`config.mk`:
```
export PLATFORM = sky130hd
export DESIGN_NAME = type_length_block_deframer
export DESIGN_NICKNAME = d
export VERILOG_FILES = /design/src/hdl/tlbd_pkg.sv /design/src/hdl/type_length_block_deframer.sv /design/src/hdl/tlbd_front.sv /design/src/hdl/tlbd_fifo.sv /design/src/hdl/tlbd_back.sv
export SDC_FILE = /design/constraint.sdc
export NUM_CORES = 1
export LEC_CHECK = 0
export CAP_MARGIN = 30
export CORE_ASPECT_RATIO = 1.75
export CORE_UTILIZATION = 25
export DETAILED_ROUTE_END_ITERATION = 16
export DONT_BUFFER_PORTS = 1
export SLEW_MARGIN = 20
export SYNTH_ARGS = -nofsm -noshare
export SYNTH_HDL_FRONTEND = slang
export SYNTH_SLANG_ARGS = --single-unit
```
`constraint.sdc`:
```
create_clock -name clk_i -period 2.86 [get_ports clk_i]
set_input_delay 0.429 -clock clk_i [delete_from_list [all_inputs] [get_ports clk_i]]
set_output_delay 0.429 -clock clk_i [all_outputs]
set_load 0.05 [all_outputs]
```
`src/hdl/tlbd_pkg.sv`:
```
// Shared types and constants for the type-length block deframer.
package tlbd_pkg;

  // Type byte that marks the last block of a file ('L').
  localparam logic [7:0] LastType = 8'h4C;

  // Depth of the queue between the header parser and the output stage.
  localparam int unsigned FifoDepth = 4;
  localparam int unsigned FifoPtrW  = $clog2(FifoDepth);
  localparam int unsigned FifoCntW  = FifoPtrW + 1;

  // Parser phase, one-hot.
  typedef enum logic [3:0] {
    PhType  = 4'b0001,
    PhLenHi = 4'b0010,
    PhLenLo = 4'b0100,
    PhData  = 4'b1000
  } tlbd_phase_e;

  // One result as it travels from the parser to the output ports.
  typedef struct packed {
    logic [7:0] data_byte;
    logic       is_data;
    logic       block_end;
    logic       file_end;
  } tlbd_res_t;

endpackage

```
`src/hdl/type_length_block_deframer.sv`:
```
// Top level of the type-length block deframer.
//
// Splits a received byte stream into blocks of the form: type byte, 16-bit
// big-endian unsigned length, then that many payload bytes. Type 'L' (0x4C)
// marks the last block of a file. Each payload byte comes out as one result
// with is_data set; the final byte of a block also carries block_end, and
// file_end when the block was an 'L' block. A header with length zero gives
// one result with only file_end set, whatever its type. Header bytes give no
// result. After a file ends the next byte is taken as a new type byte.
// Rate: one byte per clock cycle is accepted, with no gaps, as long as
// results are popped; the parser handles each byte as it comes (phase
// update and 16-bit count decrement). A four-entry queue plus one output
// register lets up to five results wait before full rises. Each result
// passes through the queue and then the output register to the ports.
module type_length_block_deframer
  import tlbd_pkg::*;
(
  input  logic       clk_i,
  input  logic       rst_ni,
  input  logic       push,
  output logic       full,
  input  logic [7:0] in_byte_i,
  output logic       empty,
  input  logic       pop,
  output logic [7:0] data_byte_o,
  output logic       is_data_o,
  output logic       block_end_o,
  output logic       file_end_o
);

  logic      accept;
  logic      front_valid;
  tlbd_res_t front_res;
  logic      q_valid;
  logic      q_take;
  tlbd_res_t q_data;
  tlbd_res_t out_res;

  // A byte is taken only while the queue has room for whatever it produces.
  assign accept = push && !full;

  tlbd_front u_front (
    .clk_i       (clk_i),
    .rst_ni      (rst_ni),
    .accept_i    (accept),
    .in_byte_i   (in_byte_i),
    .res_valid_o (front_valid),
    .res_o       (front_res)
  );

  tlbd_fifo u_fifo (
    .clk_i       (clk_i),
    .rst_ni      (rst_ni),
    .wr_en_i     (front_valid),
    .wr_data_i   (front_res),
    .rd_en_i     (q_take),
    .rd_data_o   (q_data),
    .not_empty_o (q_valid),
    .full_o      (full)
  );

  tlbd_back u_back (
    .clk_i     (clk_i),
    .rst_ni    (rst_ni),
    .q_valid_i (q_valid),
    .q_data_i  (q_data),
    .q_take_o  (q_take),
    .pop_i     (pop),
    .empty_o   (empty),
    .res_o     (out_res)
  );

  assign data_byte_o = out_res.data_byte;
  assign is_data_o   = out_res.is_data;
  assign block_end_o = out_res.block_end;
  assign file_end_o  = out_res.file_end;

endmodule

```
`src/hdl/tlbd_front.sv`:
```
// Header parser: tracks block phase and payload count, classifies each byte.
module tlbd_front
  import tlbd_pkg::*;
(
  input  logic       clk_i,
  input  logic       rst_ni,
  input  logic       accept_i,
  input  logic [7:0] in_byte_i,
  output logic       res_valid_o,
  output tlbd_res_t  res_o
);

  tlbd_phase_e phase_q, phase_d;
  logic        last_blk_q, last_blk_d;
  logic [7:0]  len_hi_q, len_hi_d;
  logic [15:0] remain_q, remain_d;
  logic [15:0] len_full;
  logic [15:0] remain_dec;

  assign len_full   = {len_hi_q, in_byte_i};
  assign remain_dec = (remain_q != 16'd0) ? remain_q - 16'd1 : remain_q;

  always_comb begin
    phase_d     = phase_q;
    last_blk_d  = last_blk_q;
    len_hi_d    = len_hi_q;
    remain_d    = remain_q;
    res_valid_o = 1'b0;
    res_o       = '0;
    if (accept_i) begin
      unique case (phase_q)
        PhType: begin
          last_blk_d = (in_byte_i == LastType);
          phase_d    = PhLenHi;
        end
        PhLenHi: begin
          len_hi_d = in_byte_i;
          phase_d  = PhLenLo;
        end
        PhLenLo: begin
          remain_d = len_full;
          if (len_full == 16'd0) begin
            // empty block ends the file right away
            phase_d        = PhType;
            res_valid_o    = 1'b1;
            res_o.file_end = 1'b1;
          end else begin
            phase_d = PhData;
          end
        end
        PhData: begin
          remain_d        = remain_dec;
          res_valid_o     = 1'b1;
          res_o.data_byte = in_byte_i;
          res_o.is_data   = 1'b1;
          if (remain_dec == 16'd0) begin
            phase_d         = PhType;
            res_o.block_end = 1'b1;
            res_o.file_end  = last_blk_q;
          end
        end
        default: begin
          phase_d = PhType;
        end
      endcase
    end
  end

  always_ff @(posedge clk_i or negedge rst_ni) begin
    if (!rst_ni) begin
      phase_q    <= PhType;
      last_blk_q <= 1'b0;
      len_hi_q   <= 8'd0;
      remain_q   <= 16'd0;
    end else begin
      phase_q    <= phase_d;
      last_blk_q <= last_blk_d;
      len_hi_q   <= len_hi_d;
      remain_q   <= remain_d;
    end
  end

endmodule

```
`src/hdl/tlbd_fifo.sv`:
```
// Short result queue between the parser and the output stage.
module tlbd_fifo
  import tlbd_pkg::*;
(
  input  logic      clk_i,
  input  logic      rst_ni,
  input  logic      wr_en_i,
  input  tlbd_res_t wr_data_i,
  input  logic      rd_en_i,
  output tlbd_res_t rd_data_o,
  output logic      not_empty_o,
  output logic      full_o
);

  tlbd_res_t             mem_q [FifoDepth];
  logic [FifoPtrW-1:0]   wr_ptr_q, rd_ptr_q;
  logic [FifoCntW-1:0]   count_q;
  logic                  do_wr, do_rd;

  assign full_o      = (count_q == FifoCntW'(FifoDepth));
  assign not_empty_o = (count_q != '0);
  assign do_wr       = wr_en_i && !full_o;
  assign do_rd       = rd_en_i && not_empty_o;
  assign rd_data_o   = mem_q[rd_ptr_q];

  always_ff @(posedge clk_i) begin
    if (do_wr) begin
      mem_q[wr_ptr_q] <= wr_data_i;
    end
  end

  always_ff @(posedge clk_i or negedge rst_ni) begin
    if (!rst_ni) begin
      wr_ptr_q <= '0;
      rd_ptr_q <= '0;
      count_q  <= '0;
    end else begin
      if (do_wr) begin
        wr_ptr_q <= wr_ptr_q + FifoPtrW'(1);
      end
      if (do_rd) begin
        rd_ptr_q <= rd_ptr_q + FifoPtrW'(1);
      end
      unique case ({do_wr, do_rd})
        2'b10:   count_q <= count_q + FifoCntW'(1);
        2'b01:   count_q <= count_q - FifoCntW'(1);
        default: count_q <= count_q;
      endcase
    end
  end

endmodule

```
`src/hdl/tlbd_back.sv`:
```
// Output stage: holds the oldest result on the ports until it is popped.
module tlbd_back
  import tlbd_pkg::*;
(
  input  logic      clk_i,
  input  logic      rst_ni,
  input  logic      q_valid_i,
  input  tlbd_res_t q_data_i,
  output logic      q_take_o,
  input  logic      pop_i,
  output logic      empty_o,
  output tlbd_res_t res_o
);

  logic      valid_q;
  tlbd_res_t res_q;

  // refill when the slot is free or being drained this cycle
  assign q_take_o = q_valid_i && (!valid_q || pop_i);
  assign empty_o  = !valid_q;
  assign res_o    = res_q;

  always_ff @(posedge clk_i) begin
    if (q_take_o) begin
      res_q <= q_data_i;
    end
  end

  always_ff @(posedge clk_i or negedge rst_ni) begin
    if (!rst_ni) begin
      valid_q <= 1'b0;
    end else if (q_take_o) begin
      valid_q <= 1'b1;
    end else if (pop_i) begin
      valid_q <= 1'b0;
    end
  end

endmodule
```
### Yosys cells after proc, flatten, opt, wreduce, memory -nomap -nowiden

Memory sizes are Yosys's and may differ from the RTL's. A register that Yosys moved wholly into a read port is not among the register bits.
Index checks and enable logic that the tools add are counted.
Widths: inputs -> output; s select.

* output and inout bits: 13
* register bits: 37
* input bits: 12
* memories kept: 1
* bits in writable memories: 44

* mux-type cells: 17
* eq/ne operators: 9
* add/subtract/negate cells: 5
* reductions and logical operators: 18

Memory list
* u_fifo.mem_q: words 4, bits a word 11, read ports 1, clocked after Yosys merged registers in 1, wr ports 1, RTL line tlbd_fifo.sv:15 `tlbd_res_t mem_q [FifoDepth];`

Operator list (count)
* $logic_not 16->1: 2
* $pmux 16 s2: 1
* $mux 16: 1
* $pmux 4 s4: 1
* $reduce_bool 16->1: 1
* $sub 16x1->16 const B: 1
* $mux 11: 1
* $mux 10: 1
* $eq 8x7->1 const B: 1
* $mux 4: 2
* $reduce_and 2->1: 4
* $mux 1: 6
* $pmux 3 s2: 1
* $reduce_bool 2->1: 3
* $add 2x1->2 const B: 2
* $eq 4x1->1 const B: 1
* $eq 4x2->1 const B: 1
* $eq 4x3->1 const B: 1
* $eq 4x4->1 const B: 1
* $logic_and 1x1->1: 4
* $pmux 1 s2: 2
* $add 3x1->3 const B: 1
* $eq 3x3->1 const B: 1
* $reduce_bool 3->1: 1
* other kinds (7): 8

### Depth between registers and ports, before layout

* depth after elaboration: 7
* depth in mapped cells: 12
* mapped depth without buffers: 12

### Hierarchy

From an unflattened synthesis, not the netlist that was laid out.

* cells, all modules: 367
* area total of the unflattened synthesis: 4575.6 sq um

Modules (own cells, without submodules)
* tlbd_front: area an instance 2165.8 sq um, cells each 255, times used 1
* tlbd_fifo: area an instance 2018.2 sq um, cells each 95, times used 1
* tlbd_back: area an instance 377.9 sq um, cells each 16, times used 1
* type_length_block_deframer: area an instance 13.8 sq um, cells each 1, times used 1

### Worst setup path after synthesis

OpenSTA, ideal clock, no wires.

* path kind: flip-flop to flip-flop
* start: register u_front.phase_q[0]
* end: register u_fifo.count_q[2]
* arrival: 2.433 ns
* slack: 0.348 ns
* clock period less this slack: 2.512 ns
* stages on the path, launching flop included: 13
* data required time: 2.781 ns
* path buffers: 1
* path through: dfstp_2 clkbuf_1 nor2_1 nand3b_1 nor2_1 a21o_1 inv_1 ha_1 inv_1 fa_1 xor2_1 nor2_1 xor2_1

* word-level cells in the longest chain between the ends: 6

RTL lines
* start: declaration: RTL line tlbd_front.sv:13 `tlbd_phase_e phase_q, phase_d;`
* start signal: assignment: RTL line tlbd_front.sv:71 `phase_q <= PhType;`
* start signal: assignment: RTL line tlbd_front.sv:76 `phase_q <= phase_d;`
* $eq 4x4->1 / $eq 4x3->1 (equally long branches): RTL line tlbd_front.sv:31 `unique case (phase_q)`
* $pmux 1 s2 (*): RTL line tlbd_front.sv:31
* $mux 1 (*): RTL line tlbd_front.sv:30 `if (accept_i) begin`
* $logic_and 1x1->1 (*): RTL line tlbd_fifo.sv:22 `assign do_wr = wr_en_i && !full_o;`
* $eq 2x1->1 / $eq 2x2->1 (equally long branches): RTL line tlbd_fifo.sv:44 `unique case ({do_wr, do_rd})`
* $pmux 3 s2 / $reduce_bool 2->1 (equally long branches)
* end signal: assignment: RTL line tlbd_fifo.sv:45 `2'b10: count_q <= count_q + FifoCntW'(1);`
* end signal: assignment: RTL line tlbd_fifo.sv:46 `2'b01: count_q <= count_q - FifoCntW'(1);`
* end signal: assignment: RTL line tlbd_fifo.sv:47 `default: count_q <= count_q;`
* end: declaration: RTL line tlbd_fifo.sv:17 `logic [FifoCntW-1:0] count_q;`

Mark *: on every way between the ends. The rest lies on a longest branch, timed or not.
A chain may end at the register's enable or synchronous reset.

### Worst setup path in the final report

* start: register u_fifo.count_q[0]
* end: register u_fifo.count_q[2]

* word-level cells in the longest chain between the ends: 7

RTL lines
* $eq 3x3->1: RTL line tlbd_fifo.sv:20 `assign full_o = (count_q == FifoCntW'(FifoDepth));`
* $logic_not 1->1: RTL line type_length_block_deframer.sv:40, tlbd_fifo.sv:22
* $logic_and 1x1->1: RTL line type_length_block_deframer.sv:40 `assign accept = push && !full;`
* $mux 1: RTL line tlbd_front.sv:30
* $logic_and 1x1->1: RTL line tlbd_fifo.sv:22
* $eq 2x1->1 / $eq 2x2->1 (equally long branches): RTL line tlbd_fifo.sv:44
* $pmux 3 s2 / $reduce_bool 2->1 (equally long branches)

Several ways; a longest one is shown, not always the timed one.

==> flow_summary.toml <==
[status]
status = "finished clean"

[synth]
synth_seq_area_share_pct = 60.2
yosys_warnings = 0
avgSynthCellArea_um2 = 12.9
syn_inst = 332
ys.flop_type = "edfxtp_1"
synth_edf_count = 55
synth_async_sr_flop_share_pct = 40.2
synth.distinct_cells = 59
syn_nets = 351
ys_ff_latch = 92
synth_area_mm2 = 0.00429

[power]
clockPowerShare_pct = 22.3
ir_worst_vdd_mv = 0.308
combPwrFrac_pct = 29.3
cellPowerDensity_mw_per_mm2 = 1080
p_seq_share_pct = 48.4
switchingPower_mw = 2.06
p_int_mw = 3.29
leakage_nw = 1.85
swShare_pct = 38.5

[sta]
worst_slack_ps = 271
hold_viol = 0
fin_crit_ps = 2590
fin_skew_ps = 7.16
tns_ps = 0
rsz0062_at_grt = "no"
finalSetupViolCount = 0
max_slew_margin_pct = 49.6
post-route-period-util_pct = 90.5
final-max-slew-violation-count = 0
fmax_ghz = 0.386
tightestPinTransition_ps = 755

[grt]
grt_pass1_vias = 3004
grt_max_degree = 38
antenna_found_initial = 1
grt-ovfl-total = 0
track_usage_pct = 12.8
grt_first_pass_wirelength_um = 16700

[floorplanning]
dieHeight_um = 175
row_count = 63
die_w_um = 101
start_util_pct = 25.4
coreArea_mm2 = 0.0169
io_pins = 25
design.die.area_mm2 = 0.0177

[critical_path]
crit_chain = "or3b_1, and2_1, nand2_1, inv_1, a21o_1, inv_1, ha_1, inv_1, fa_1, xor2_1, nor2_1, xor2_1"
max_stage_delay_ps = 430
slowest_stage = "or3b_1"
cp_max_fo = 4
rrSetupSlack_ps = 270
worstPathRequired_ps = 3130
cp-end-kind = "flop"
crit_path_frequent_cell = "inv_1"
cp-start-kind = "flop"
criticalPathCategory = "reg2reg"
cp_data_arrival_time_ps = 2860

[clock_tree]
cts_inserted_buffers = 9
numClockSinks = 92
htree_num_levels = 3
clock_latency_ps = 350
clk_pin_slew_worst_paths_ps = 60
cts_root_buf = "clkbuf_16"
cts_buffer_depth = 2
cts_tree = "done"

[drt]
drc = 0
first_pass_iters = 4
antenna_left = 0
viasPerCell = 4.83
vias = 2798
initialDrtViolationCount = 133
wire_per_inst_um = 17.8
wl_um = 10300

[final_layout]
final_nets = 365
fin_util_pct = 29.4
nFillCells = 1746
synthToLayoutAreaGrowth_pct = 15.5
final-seq-area_mm2 = 0.00258
drive_gt1_share_pct = 18.8
multi_input_area_mm2 = 0.00160

[hold_path]
hold_class = "in2reg"

[job]
cap_violations = 0

[placed_design]
dp_hpwl_um = 7610
gp_congestion = 0.912
place_ws_ps = 266
io_buffers = 0
[cell families after synthesis]
logic type,after synthesis,share of synthesized area [%]
DFF,92,60.2
xor gates and xnor gates,9,1.84
and+or+nand+nor,112,15.2
AOI/OAI and AO/OA,65,10.0
buffers and inverters,27,2.45
muxes,20,8.12
adders and majority gates,7,2.22
[Yosys cell counts, drive strengths merged (4+ instances only)]
master  number  area, um^2
xor2         4        35.0
dfrtp       36         901
o22ai        4        25.0
xnor2        5        43.8
nor3        11        60.1
nand2       33         124
clkbuf      10        37.5
o21ai       16        80.1
edfxtp      55        1650
nand3        7        35.0
ha           6        75.1
buf          4        18.8
a21oi       19        98.9
and2         6        38.8
nor4         8        77.6
nor2        19        71.3
inv         13        48.8
mux4        11         248
and3         9        61.3
nand3b       5        37.5
mux2         8        90.1
[cells in the final DEF (no fill, tap or decap), types with 2 or more instances in the layout]
cell type,count
a2bb2oi_1,2
nor2_1,19
nand3b_1,5
buf_4,15
nor4_2,2
o21ai_0,16
a22oi_1,3
inv_1,13
and3_1,8
xnor2_1,5
mux2_2,8
a32oi_1,3
or4_4,2
o21bai_1,2
a21oi_1,18
nand3_1,7
o31a_1,2
clkbuf_16,9
nand2b_1,2
nand4_1,2
nor3_1,10
nand2_1,33
nor4_1,5
xor2_1,4
mux4_2,11
o22ai_1,4
nor4b_2,2
dfrtp_1,36
edfxtp_1,55
ha_1,6
a31oi_1,2
and2_1,5
[flip-flops by register name (all words and copies together) (netlist names)]
| name | flops |
|---|---|
| u_front.last_blk_q | 1 |
| u_back.res_o | 11 |
| u_fifo.count_q | 3 |
| u_fifo.rd_ptr_q | 2 |
| u_front.len_hi_q | 8 |
| u_fifo.mem_q | 44 |
| u_front.remain_q | 16 |
| u_fifo.wr_ptr_q | 2 |
| u_front.phase_q | 4 |
| u_back.valid_q | 1 |
[layer usage]
layer  wire length (um)  share of wire, %  GRT usage (%)
met4                508               4.9           8.70
met3                455               4.4           3.16
met2               5620                55           22.8
met5                  0                 0              0
met1               3700                36           12.8
[path summary, 6_finish.rpt]
path | to | from | cells past startpoint
worst max-delay path | u_fifo.count_q[2] | u_fifo.count_q[0] | 12
min in group asynchronous | u_front.remain_q[6] | rst_ni | 2
worst min register to register | u_front.last_blk_q | u_front.last_blk_q | 2
worst min-delay path | u_back.valid_q | pop | 1
worst max register to register | u_fifo.count_q[2] | u_fifo.count_q[0] | 12
max in group asynchronous | u_front.phase_q[0] | rst_ni | 2
[through the flow]
| step | instances | hold WS, ps | cell area [um^2] | power (mW) |
|---|---|---|---|---|
| finish | 579 | 174 | 4950 | 5.35 |
| global route | 579 | 164 | 4950 | 5.67 |
| CTS | 578 | 163 | 4950 | 5.41 |
| detailed placement | 560 | 135 | 4630 | 4.19 |
| global placement | 560 | 135 | 4630 | 4.11 |
| floorplan | 332 | 133 | 4290 | 3.67 |
[power by group through the flow]
stage                     Clock [mW]  Combinational, mW  Sequential [mW]
final                           1.19               1.57             2.59
after global routing            1.27               1.74             2.66
after CTS                       1.22               1.59             2.60
after detailed placement           0               1.57             2.62
after global placement             0               1.51             2.60
after floorplan                    0               1.27             2.41
[area by class of cell]
cell class | instances | area share (%)
flip-flops and latches | 92 | 52.1
inverters | 13 | 0.986
diodes | 1 | 0.0505
clock buffers | 10 | 4.62
clock inverters | 6 | 1.29
multi-input cells | 213 | 32.3
well taps | 227 | 5.74
repair buffers | 17 | 2.88
[timing repair]
action,CTS,global route
hold buffers,2,0
resized for setup,0,0
setup buffers,0,0
endpoints found under the hold margin,37,0
[worst max-delay path, delay by kind of cell (launching register included)]
| family | cells | cell delay [ps] |
|---|---|---|
| xor gates and xnor gates | 2 | 310 |
| and+or+nand+nor | 4 | 870 |
| adders and majority gates | 2 | 540 |
| buffers and inverters | 3 | 190 |
| DFF | 1 | 420 |
| AOI/OAI and AO/OA | 1 | 170 |
No activity file was read; power rests on OpenSTA's default activity.
